## config.mk

```make
export PLATFORM = sky130hd
export DESIGN_NAME = ptw_step
export DESIGN_NICKNAME = d
export VERILOG_FILES = /design/src/rtl/ptw_pkg.sv /design/src/rtl/ptw_step.sv
export SDC_FILE = /design/constraint.sdc
export NUM_CORES = 1
export LEC_CHECK = 0
export ABC_CLOCK_PERIOD_IN_PS = 1000
export BUFFER_PORTS_ARGS = -buffer_cell sky130_fd_sc_hd__clkbuf_2
export CAP_MARGIN = 20
export CELL_PAD_IN_SITES_DETAIL_PLACEMENT = 1
export CELL_PAD_IN_SITES_GLOBAL_PLACEMENT = 2
export CORE_ASPECT_RATIO = 1.75
export CORE_MARGIN = 2
export CORE_UTILIZATION = 10
export DETAILED_ROUTE_END_ITERATION = 6
export GPL_TIMING_DRIVEN = 0
export PLACE_DENSITY = 0.95
export SLEW_MARGIN = 20
export SYNTH_ARGS = -nofsm -noshare
export SYNTH_HDL_FRONTEND = slang
export SYNTH_SLANG_ARGS = --single-unit
```

## constraint.sdc

```tcl
create_clock -name vclk -period 1
set_input_delay 0.2 -clock vclk [all_inputs]
set_output_delay 0.2 -clock vclk [all_outputs]
set_load 0.005 [all_outputs]
```

## src/rtl/ptw_pkg.sv

```systemverilog
`timescale 1ns / 1ps
`default_nettype none

package ptw_pkg;

  // Default table store depth in 64-bit words.
  localparam int STORE_WORDS_DEF = 4096;

  // Entries per table level and the matching index width.
  localparam int ENTRIES_PER_LEVEL = 512;
  localparam int LEVEL_BITS        = $clog2(ENTRIES_PER_LEVEL);
  localparam int PAGE_SHIFT        = 12;

  // Field widths.
  localparam int VA_W         = 48;
  localparam int PA_W         = 52;
  localparam int ENTRY_W      = 64;
  localparam int STORE_IDX_W  = 12;
  localparam int PFN_W        = PA_W - PAGE_SHIFT;
  // A table word address is the frame number followed by the level index.
  localparam int WORD_ADDR_W  = PFN_W + LEVEL_BITS;

  // Entry flag bit positions.
  localparam int BIT_PRESENT  = 0;
  localparam int BIT_WRITABLE = 1;
  localparam int BIT_USER     = 2;
  localparam int BIT_HUGE     = 7;

  // Item mode codes.
  localparam logic MODE_WRITE = 1'b0;
  localparam logic MODE_XLATE = 1'b1;

  // Level codes: the top table is level 3, the leaf table level 0.
  typedef enum logic [1:0] {
    LVL_PT   = 2'd0,
    LVL_PD   = 2'd1,
    LVL_PDPT = 2'd2,
    LVL_PML4 = 2'd3
  } ptw_level_t;

  typedef enum logic [1:0] {
    STATUS_OK          = 2'd0,
    STATUS_NOT_PRESENT = 2'd1,
    STATUS_OUTSIDE     = 2'd2
  } ptw_status_t;

  typedef enum logic [1:0] {
    PAGE_4K = 2'd0,
    PAGE_2M = 2'd1,
    PAGE_1G = 2'd2
  } ptw_page_t;

  // Result of one address step: the table word and whether it lies past the store.
  typedef struct packed {
    logic                   outside;
    logic [WORD_ADDR_W-1:0] word;
  } ptw_step_t;

endpackage

`default_nettype wire

```

## src/rtl/ptw_step.sv

```systemverilog
`timescale 1ns / 1ps
`default_nettype none

module ptw_step
  import ptw_pkg::*;
#(
  parameter int STORE_WORDS = STORE_WORDS_DEF
) (
  input  wire logic [PFN_W-1:0] base_pfn,
  input  wire logic [VA_W-1:0]  virt_address,
  input  wire ptw_level_t       level,
  output ptw_step_t             step
);

  localparam logic [WORD_ADDR_W-1:0] LIMIT = WORD_ADDR_W'(STORE_WORDS);

  logic [LEVEL_BITS-1:0] idx;

  // Pick the nine index bits that belong to this level.
  always_comb begin
    unique case (level)
      LVL_PML4: idx = virt_address[47:39];
      LVL_PDPT: idx = virt_address[38:30];
      LVL_PD:   idx = virt_address[29:21];
      LVL_PT:   idx = virt_address[20:12];
      default:  idx = virt_address[20:12];
    endcase
  end

  // The table base is page aligned, so the word address is a plain concatenation.
  assign step.word    = {base_pfn, idx};
  assign step.outside = ({base_pfn, idx} >= LIMIT);

endmodule

`default_nettype wire

```

## After elaboration in Yosys (flattened, before gate mapping)

Cells that the tools add are included.

- Bits in registers: 0
- Bits of input ports: 90
- Output and inout bits: 50
- Word-level logic and storage cells: 6

- Order comparisons: 1
- Equality and inequality tests: 3
- Mux-type cells: 1
- Reduce and logical (&&, ||, !) cells: 1

Operators by type and width:

| operator | count |
|---|---|
| $ge 49x13->1 const B | 1 |
| $pmux 9 s4 | 1 |
| $eq 2x2->1 const B | 2 |
| $eq 2x1->1 const B | 1 |
| $logic_not 2->1 | 1 |

## Depth between registers and ports, before layout

Gate-level depths: netlist of the first run.

- Word-level depth: 3
- Gate-level depth with buffers: 3
- Mapped depth without buffers: 3

## Worst setup path before layout of the first run

OpenSTA, ideal clock, no wires.

- Path kind: input -> output
- Start point: input base_pfn[35]
- End point: output step[49] in the netlist's numbering
- Arrival time: 0.905 ns
- Required time: 0.800 ns
- Slack: -0.105 ns
- Stages on the path: 3
- Path buffers: 0
- Cell sequence: nor4_1 > nand4_1 > or3_1

RTL lines:

| what | RTL line | source |
|---|---|---|
| start: declaration | ptw_step.sv:9 | `input wire logic [PFN_W-1:0] base_pfn,` |
| end: declaration | ptw_step.sv:12 | `output ptw_step_t step` |

==> impl_metrics.csv, run 1 <==
group,metric,value,unit
layout,nFlopsAndLatches,0,
global_routing,antenna_found_initial,0,
layout,finalNonFillerCells,267,
power_and_ir_drop,ir_worst_vdd,103,uV
worst_setup_path,crit_path_end_kind,"output pin",
placed_design,place_hpwl,2.97,mm
worst_setup_path,critPathLaunchType,"input pin",
logic_synthesis,avgSynthCellArea,9.26,sq um
logic_synthesis,synth.top_cells.by_area,"buf_4 (51%), mux4_2 (34%), nor4_1 (7.3%), nand4_1 (2.1%), nor4_2 (2.1%)",
worst_setup_path,cp-endpoint,"step[49]",
detailed_routing,routed_wl,3.12,mm
run,max-cap-violations,0,
logic_synthesis,yosysMostFrequentCell,"buf_4",
placed_design,gp_congestion,0.747,
worst_setup_path,worstPathArrival,1.25,ns
timing,fmax,0.690,GHz
die,num_io_pins,140,
timing,timing.final.crit_share,1.45,
die,die-area,6680,sq um
layout,fin_area,1420,sq um
global_routing,track_usage,0.0895,
die,die_x,62.6,microns
logic_synthesis,ys_seq_area_frac,0,
layout,seq_area,0,sq um
global_routing,grt_max_degree,10,
worst_setup_path,startpoint,"base_pfn[7]",
layout,clkbuf_count,0,
die,core-area,5830,sq um
logic_synthesis,syn-num-nets,155,
timing,min_period,1.45,ns
global_routing,gr-total-overflow,0,
timing,final-hold-violation-count,0,
die,fp.dieH,107,microns
detailed_routing,viasPerCell,3.73,
timing,slew_headroom,0.780,
power_and_ir_drop,power.leakage,0.807,nW
logic_synthesis,syn_area,602,sq um
logic_synthesis,netlist_instances,65,
logic_synthesis,synthTopCellsByCount,"buf_4 (41), mux4_2 (9), nor4_1 (7), nand4_1 (2)",
die,rows,37,
timing,setup_viol,10,
worst_setup_path,cp.required,0.80,ns
worst_setup_path,path_class,"in2out",
detailed_routing,via_count,997,
logic_synthesis,yosys_warnings,0,
timing,fin_ws,-0.449,ns
logic_synthesis,yosys.area.top_type_share,0.511,
outcome,violations,"negative setup slack",
detailed_routing,route.detailed.drc,0,
layout,fin_nets,281,
detailed_routing,drt_iter0_markers,10,
timing,maxSlewViolCount,0,
layout,drive_gt1_frac,0.947,
layout,fin_util,0.243,
detailed_routing,post_drt_wl_per_cell,11.7,microns
die,start_util,0.103,
placed_design,postPlaceCellArea,1330,sq um
placed_design,io_buffers,123,
logic_synthesis,yosys.area.top_type,"buf_4",
timing,worst_slew_pin_slew,0.327,ns
power_and_ir_drop,power,0.560,mW
global_routing,grt_pass1_vias,1028,
layout,n_fill_cell,760,
global_routing,grt_pass1_wl,4.78,mm
detailed_routing,drtPass1Iterations,3,
layout,syn_to_final_growth,136,%
cts,post-cts-setup-buffers,0,
placed_design,placed_cells,266,
timing,rsz0062_at_grt,"true",
timing,whs,0.568,ns
hold_path,hold_path.class,"in2out",
detailed_routing,ant_nets,0,
worst_setup_path,crit_fanout,2,
logic_synthesis,ys_types,10,
outcome,status,"finished, violations left",
power_and_ir_drop,power_density,395,nW/um^2
layout,diodes,0,
[final cells by class]
class / count / area [sq um] / share of cell area
repair buffers: 124 / 668 / 0.471
multi-input cells: 23 / 327 / 0.230
plain buffers: 42 / 325 / 0.229
well taps: 78 / 97.6 / 0.0688
[cells by family after synthesis]
family,synth area share
muxes,0.337
and+or+nand+nor,0.146
buffers and inverters,0.518
[placed cells by master, fill, tap and decap left out]
| master | Yosys | layout |
|---|---|---|
| mux4_2 | 9 | 9 |
| clkbuf_2 | 0 | 121 |
| buf_16 | 0 | 1 |
| buf_8 | 0 | 1 |
| clkbuf_8 | 0 | 1 |
| buf_12 | 0 | 1 |
| or3_1 | 1 | 1 |
| buf_4 | 41 | 40 |
| nor4_1 | 7 | 4 |
| nand4_1 | 2 | 2 |
| nor3_1 | 1 | 1 |
| nand2_1 | 1 | 1 |
| nor2_1 | 1 | 1 |
| nor4_4 | 0 | 2 |
| buf_6 | 0 | 1 |
| nor4_2 | 1 | 2 |
[layer usage]
| layer | GRT usage | part of all wire | vias to the layer above |
|---|---|---|---|
| met3 | 0.0504 | 0.21 | 0 |
| met5 | 0 | 0 | - |
| met2 | 0.200 | 0.53 | 127 |
| met1 | 0.0642 | 0.26 | 413 |
| li1 | - | - | 457 |
| met4 | 0 | 0 | 0 |
[through the flow]
stage | worst slack, ns | setup TNS (ns)
floorplan | -0.105 | -0.213
global placement | -0.654 | -1.89
detailed placement | -0.740 | -2.02
CTS | -0.492 | -1.51
global route | -0.523 | -1.69
finish | -0.449 | -1.41
[how the worst min path moves through the flow]
stage	from	endpoint	slack, ns	depth (start not counted)
2_1_floorplan	base_pfn[1]	step[10]	0.48	1
3_3_place_gp	base_pfn[1]	step[10]	0.57	2
3_5_place_dp	base_pfn[1]	step[10]	0.57	2
4_1_cts	base_pfn[1]	step[10]	0.57	2
5_1_grt	base_pfn[1]	step[10]	0.57	2
6_report	base_pfn[2]	step[11]	0.57	2
[critical path: stages]
cell and delay, ns:
buf_8 0.10, nor4_4 0.30, nand4_1 0.13, or3_1 0.39, clkbuf_2 0.12
[power by group]
| part | leakage, nW | internal, mW | switching, mW |
|---|---|---|---|
| combinational | 0.807 | 0.368 | 0.193 |
| sequential | 0 | 0 | 0 |
| clock | 0 | 0 | 0 |
[timing repair]
item	4_1_cts	5_1_grt
endpoints found under the hold margin	0	0
endpoints found under the setup margin	10	10
hold buffers	0	0
pin swaps	2	3
resized for setup	5	9
cloned	1	0
No activity file was read; power rests on OpenSTA's default activity.
==> run 2, diff against run 1 <==
--- a/config.mk
+++ b/config.mk
@@ -5,7 +5,7 @@
 export SDC_FILE = /design/constraint.sdc
 export NUM_CORES = 1
 export LEC_CHECK = 0
-export ABC_CLOCK_PERIOD_IN_PS = 1000
+export ABC_CLOCK_PERIOD_IN_PS = 1300
 export BUFFER_PORTS_ARGS = -buffer_cell sky130_fd_sc_hd__clkbuf_2
 export CAP_MARGIN = 20
 export CELL_PAD_IN_SITES_DETAIL_PLACEMENT = 1
@@ -16,6 +16,7 @@
 export DETAILED_ROUTE_END_ITERATION = 6
 export GPL_TIMING_DRIVEN = 0
 export PLACE_DENSITY = 0.95
+export SETUP_SLACK_MARGIN = 0.4
 export SLEW_MARGIN = 20
 export SYNTH_ARGS = -nofsm -noshare
 export SYNTH_HDL_FRONTEND = slang
==> constraint.sdc (replaced) <==
create_clock -name vclk -period 1.3
set_input_delay 0.26 -clock vclk [all_inputs]
set_output_delay 0.26 -clock vclk [all_outputs]
set_load 0.005 [all_outputs]
==> run 2 against run 1 <==
Compared with the run above: the flow still finishes with violations (negative setup slack); flip-flop and latch count stayed put; critical path depth is the same; utilization increased by 0.86 points; combinational power shrank 17%; non-clock buffer count did not move; first-iteration DRC count fell by 10%; power decreased by 17%; global-route usage did not move; worst hold slack improved by 0.12 ns; design area up 3.5%; routed wire length increased by 0.22%; largest cell class unchanged.
==> impl_metrics.csv, run 2 (synthesis gave the netlist of run 1 again) <==
group,metric,value,unit
outcome,status,"finished, violations left",
outcome,violations,"negative setup slack",
global_routing,gr-total-overflow,0,
layout,layout_commonest_cell,"clkbuf_2",
placed_design,postPlaceCellArea,1330,sq um
cts,hold_buffers,0,
timing,maxSlewViolCount,0,
placed_design,place_hpwl,2.97,mm
timing,rsz0062_at_grt,"true",
timing,worst_slew_pin_slew,0.329,ns
layout,diodes,0,
layout,final_cell_mix,"clkbuf_2 (113), buf_4 (40), mux4_2 (9), buf_6 (9), nor4_1 (4)",
placed_design,gp_congestion,0.747,
run,max-cap-violations,0,
detailed_routing,viasPerCell,3.73,
layout,finalNonFillerCells,267,
worst_setup_path,critPathLaunchType,"input pin",
die,die-area,6680,sq um
die,fp.dieH,107,microns
layout,syn_to_final_growth,144,%
placed_design,place_ws,-0.560,ns
placed_design,io_buffers,123,
detailed_routing,drt_iter0_markers,9,
detailed_routing,post_drt_wl_per_cell,11.7,microns
detailed_routing,drtPass1Iterations,3,
power_and_ir_drop,pwr-share-clk,0,
worst_setup_path,path_class,"in2out",
timing,setup_viol,1,
worst_setup_path,crit_fanout,2,
timing,timing.final.crit_share,1.21,
die,start_util,0.103,
worst_setup_path,cp.required,1.04,ns
timing,slew_headroom,0.779,
detailed_routing,via_count,997,
detailed_routing,ant_nets,0,
power_and_ir_drop,power.leakage,0.822,nW
placed_design,placed_cells,266,
detailed_routing,route.detailed.drc,0,
die,rows,37,
layout,fin_nets,281,
die,die_x,62.6,microns
die,core-area,5830,sq um
global_routing,grt_max_degree,10,
timing,fmax,0.638,GHz
worst_setup_path,crit_path_end_kind,"output pin",
power_and_ir_drop,pwr-share-comb,1.000,
power_and_ir_drop,ir_worst_vdd,90.6,uV
power_and_ir_drop,intPower,0.312,mW
global_routing,grt_pass1_vias,1028,
timing,min_period,1.57,ns
layout,n_fill_cell,761,
worst_setup_path,worstPathArrival,1.31,ns
layout,clkbuf_count,0,
layout,nFlopsAndLatches,0,
layout,seq_area,0,sq um
cts,post-cts-setup-buffers,0,
timing,fin_ws,-0.268,ns
global_routing,track_usage,0.0895,
hold_path,hold_path.class,"in2out",
global_routing,grt_pass1_wl,4.78,mm
timing,final-hold-violation-count,0,
timing,whs,0.688,ns
power_and_ir_drop,swShare,0.330,
power_and_ir_drop,power_frac_seq,0,
layout,drive_gt1_frac,0.947,
layout,fin_area,1470,sq um
die,num_io_pins,140,
global_routing,antenna_found_initial,0,
power_and_ir_drop,power_density,317,nW/um^2
power_and_ir_drop,power.switching,0.153,mW
detailed_routing,routed_wl,3.13,mm
run 2: cell count changes in the layout (fill, tap and decap cells not counted):
cell,before,now
buf_6,1,9
clkbuf_2,121,113
run 2: timing repair:
item	CTS	global route
gates cloned	1	0
pin swaps	2	3
resized for setup	5	20
endpoints found under the hold margin	0	0
setup endpoints to repair	10	10
run 2: per-layer routing:
layer	up-vias	track usage	routed length, microns
met5	-	0	0
met4	0	0	0
met3	0	0.0504	696
met2	127	0.200	1660
li1	458	-	-
met1	412	0.0642	774
run 2: worst paths after layout:
| path | from | end | slack (ns) | cells past startpoint |
|---|---|---|---|---|
| setup / recovery | base_pfn[7] | step[49] | -0.27 | 5 |
| hold / removal | base_pfn[2] | step[11] | 0.69 | 2 |
run 2: power groups by stage:
stage          combinational [mW]  clock (mW)  sequential (mW)
2_1_floorplan               0.179           0                0
4_1_cts                     0.428           0                0
6_report                    0.465           0                0
5_1_grt                     0.504           0                0
3_5_place_dp                0.409           0                0
3_3_place_gp                0.401           0                0
run 2: per-stage QoR:
step	setup TNS, ns	utilization	power [mW]
floorplan	0	-	0.179
global placement	-0.474	0.228	0.401
detailed placement	-0.560	0.228	0.409
CTS	-0.312	0.238	0.428
global route	-0.343	0.252	0.504
finish	-0.268	0.252	0.465
run 2: critical path: stages:
cell and delay, ns:
buf_8 0.10, nor4_4 0.30, nand4_1 0.13, or3_1 0.39, clkbuf_2 0.12
run 2: area by class of cell:
type / count / area [sq um] / share of cell area
Tap cell: 78 / 97.6 / 0.0665
Buffer: 42 / 325 / 0.222
Timing Repair Buffer: 124 / 718 / 0.489
Multi-Input combinational cell: 23 / 327 / 0.223
==> run 3, diff against run 2 <==
--- a/config.mk
+++ b/config.mk
@@ -5,6 +5,7 @@
 export SDC_FILE = /design/constraint.sdc
 export NUM_CORES = 1
 export LEC_CHECK = 0
+export ABC_AREA = 1
 export ABC_CLOCK_PERIOD_IN_PS = 1300
 export BUFFER_PORTS_ARGS = -buffer_cell sky130_fd_sc_hd__clkbuf_2
 export CAP_MARGIN = 20
==> run 3 against run 2 <==
Compared with the run above: the run now ends clean; cell count up 27%; setup slack better by 0.35 ns; non-clock buffer count is 3 higher; utilization increased by 1.0 points; first-iteration DRC count shrank 33%; critical path depth increased by 2; largest cell class unchanged; highest routed layer is now met4.
==> impl_metrics.csv, run 3 <==
group,metric,value,unit
power_and_ir_drop,ir_worst_vdd,121,uV
detailed_routing,via_count,1264,
die,num_io_pins,140,
detailed_routing,post_drt_wl_per_cell,10.6,microns
timing,worst_slew_pin_slew,0.219,ns
power_and_ir_drop,power.leakage,0.970,nW
logic_synthesis,ys_seq_area_frac,0,
hold_path,hp-start,"base_pfn[2]",
logic_synthesis,synth.top_cells.by_area,"buf_4 (45%), nand2_1 (24%), nor2_1 (12%), nand4_1 (7.4%), inv_1 (2.8%)",
placed_design,io_buffers,125,
timing,tns,0,ns
hold_path,hold_path.class,"in2out",
worst_setup_path,cp_top_family,"buffers and inverters",
timing,slew_headroom,0.854,
timing,rsz0062_at_grt,"true",
detailed_routing,ant_nets,0,
layout,layout_commonest_cell,"clkbuf_2",
global_routing,grt_pass1_wl,5.05,mm
global_routing,gr-total-overflow,0,
die,core-area,6540,sq um
worst_setup_path,cp.required,1.04,ns
logic_synthesis,yosysMostFrequentCell,"nand2_1",
global_routing,grt_max_degree,9,
timing,min_period,1.21,ns
power_and_ir_drop,power_density,299,nW/um^2
die,die_x,66.0,microns
die,die-area,7420,sq um
worst_setup_path,crit_path_end_kind,"output pin",
global_routing,grt_pass1_vias,1251,
worst_setup_path,crit_chain,"clkbuf_16 > inv_8 > nor2_4 > buf_12 > nand2_4 > nand4_1 > buf_2",
placed_design,gp_congestion,0.724,
timing,fmax,0.824,GHz
layout,fin_nets,348,
detailed_routing,routed_wl,3.59,mm
timing,setup_viol,0,
logic_synthesis,ys_types,13,
outcome,status,"finished clean",
global_routing,track_usage,0.0818,
logic_synthesis,netlist_instances,127,
layout,drive_gt1_frac,0.785,
worst_setup_path,critPathLaunchType,"input pin",
logic_synthesis,syn-num-nets,217,
die,start_util,0.103,
layout,fin_util,0.262,
detailed_routing,viasPerCell,3.74,
logic_synthesis,yosys_warnings,0,
logic_synthesis,synthTopCellsByCount,"nand2_1 (43), buf_4 (40), nor2_1 (21), nand4_1 (8), inv_1 (5)",
layout,seq_area,0,sq um
power_and_ir_drop,power,0.512,mW
detailed_routing,drtPass1Iterations,2,
worst_setup_path,slowest_stage,"buf_12",
placed_design,placed_cells,334,
layout,n_fill_cell,866,
logic_synthesis,syn_area,672,sq um
layout,nFlopsAndLatches,0,
timing,final-hold-violation-count,0,
layout,finalNonFillerCells,338,
cts,hold_buffers,0,
worst_setup_path,path_class,"in2out",
layout,clkbuf_count,0,
timing,timing.final.crit_share,0.934,
logic_synthesis,avgSynthCellArea,5.29,sq um
timing,maxSlewViolCount,0,
detailed_routing,drt_iter0_markers,6,
worst_setup_path,path_buf_inv,4,
layout,diodes,0,
worst_setup_path,crit_fanout,8,
logic_synthesis,yosys.area.top_type_share,0.447,
die,rows,39,
layout,final_cell_mix,"clkbuf_2 (104), buf_4 (42), nand2_1 (30), nand2_2 (11), nor2_1 (11)",
logic_synthesis,yosys.area.top_type,"buf_4",
worst_setup_path,worstPathArrival,0.95,ns
worst_setup_path,startpoint,"level[0]",
placed_design,place_hpwl,3.19,mm
global_routing,antenna_found_initial,0,
worst_setup_path,max_stage_delay,0.16,ns
die,fp.dieH,112,microns
layout,syn_to_final_growth,155,%
run,max-cap-violations,0,
detailed_routing,route.detailed.drc,0,
run 3: changes by cell type in the layout (fill, tap and decap cells not counted), moves of 8 or more:
cell / previous run / this run
nor2_1: 1 / 11
clkbuf_2: 113 / 104
mux4_2: 9 / 0
nor2_4: 0 / 10
buf_2: 0 / 8
nand2_1: 1 / 30
nand2_2: 0 / 11
run 3: what timing repair did:
action / in CTS / in global routing
gates resized for setup: 14 / 60
endpoints found under the setup margin: 10 / 10
pin swaps: 18 / 32
buffers inserted: 3 / 1
run 3: logic make-up after synthesis:
logic type,Yosys count,share of synthesized area
simple gates,80,0.510
buf+inv,45,0.475
compound gates,2,0.0149
run 3: layout make-up:
type / instances / area [sq um] / area share
Buffer: 40 / 300 / 0.175
Timing Repair Buffer: 129 / 797 / 0.465
Inverter: 5 / 33.8 / 0.0197
Tap cell: 82 / 103 / 0.0599
Multi-Input combinational cell: 82 / 479 / 0.280
run 3: worst paths after layout:
kind	slack, ns	cells after the start	endpoint
hold / removal	0.69	2	step[11]
setup / recovery	0.09	7	step[8]
run 3: stage by stage:
step	area [sq um]	setup WS [ns]	hold slack [ns]
3_5_place_dp	1420	-0.156	0.690
3_3_place_gp	1420	-0.131	0.689
2_1_floorplan	689	0.378	0.601
4_1_cts	1520	0.0774	0.691
6_report	1710	0.0863	0.689
5_1_grt	1710	0.0142	0.692
run 3: per-layer routing:
metal | track usage | share of wire | vias up
met5 | 0 | 0 | -
met4 | 0.00816 | 0.013 | 0
met3 | 0.0140 | 0.12 | 4
li1 | - | - | 621
met2 | 0.184 | 0.58 | 87
met1 | 0.0705 | 0.29 | 552
run 3: power breakdown:
part	switching [mW]	internal, mW	leakage (nW)
combinational	0.202	0.310	0.970
clock	0	0	0
sequential	0	0	0
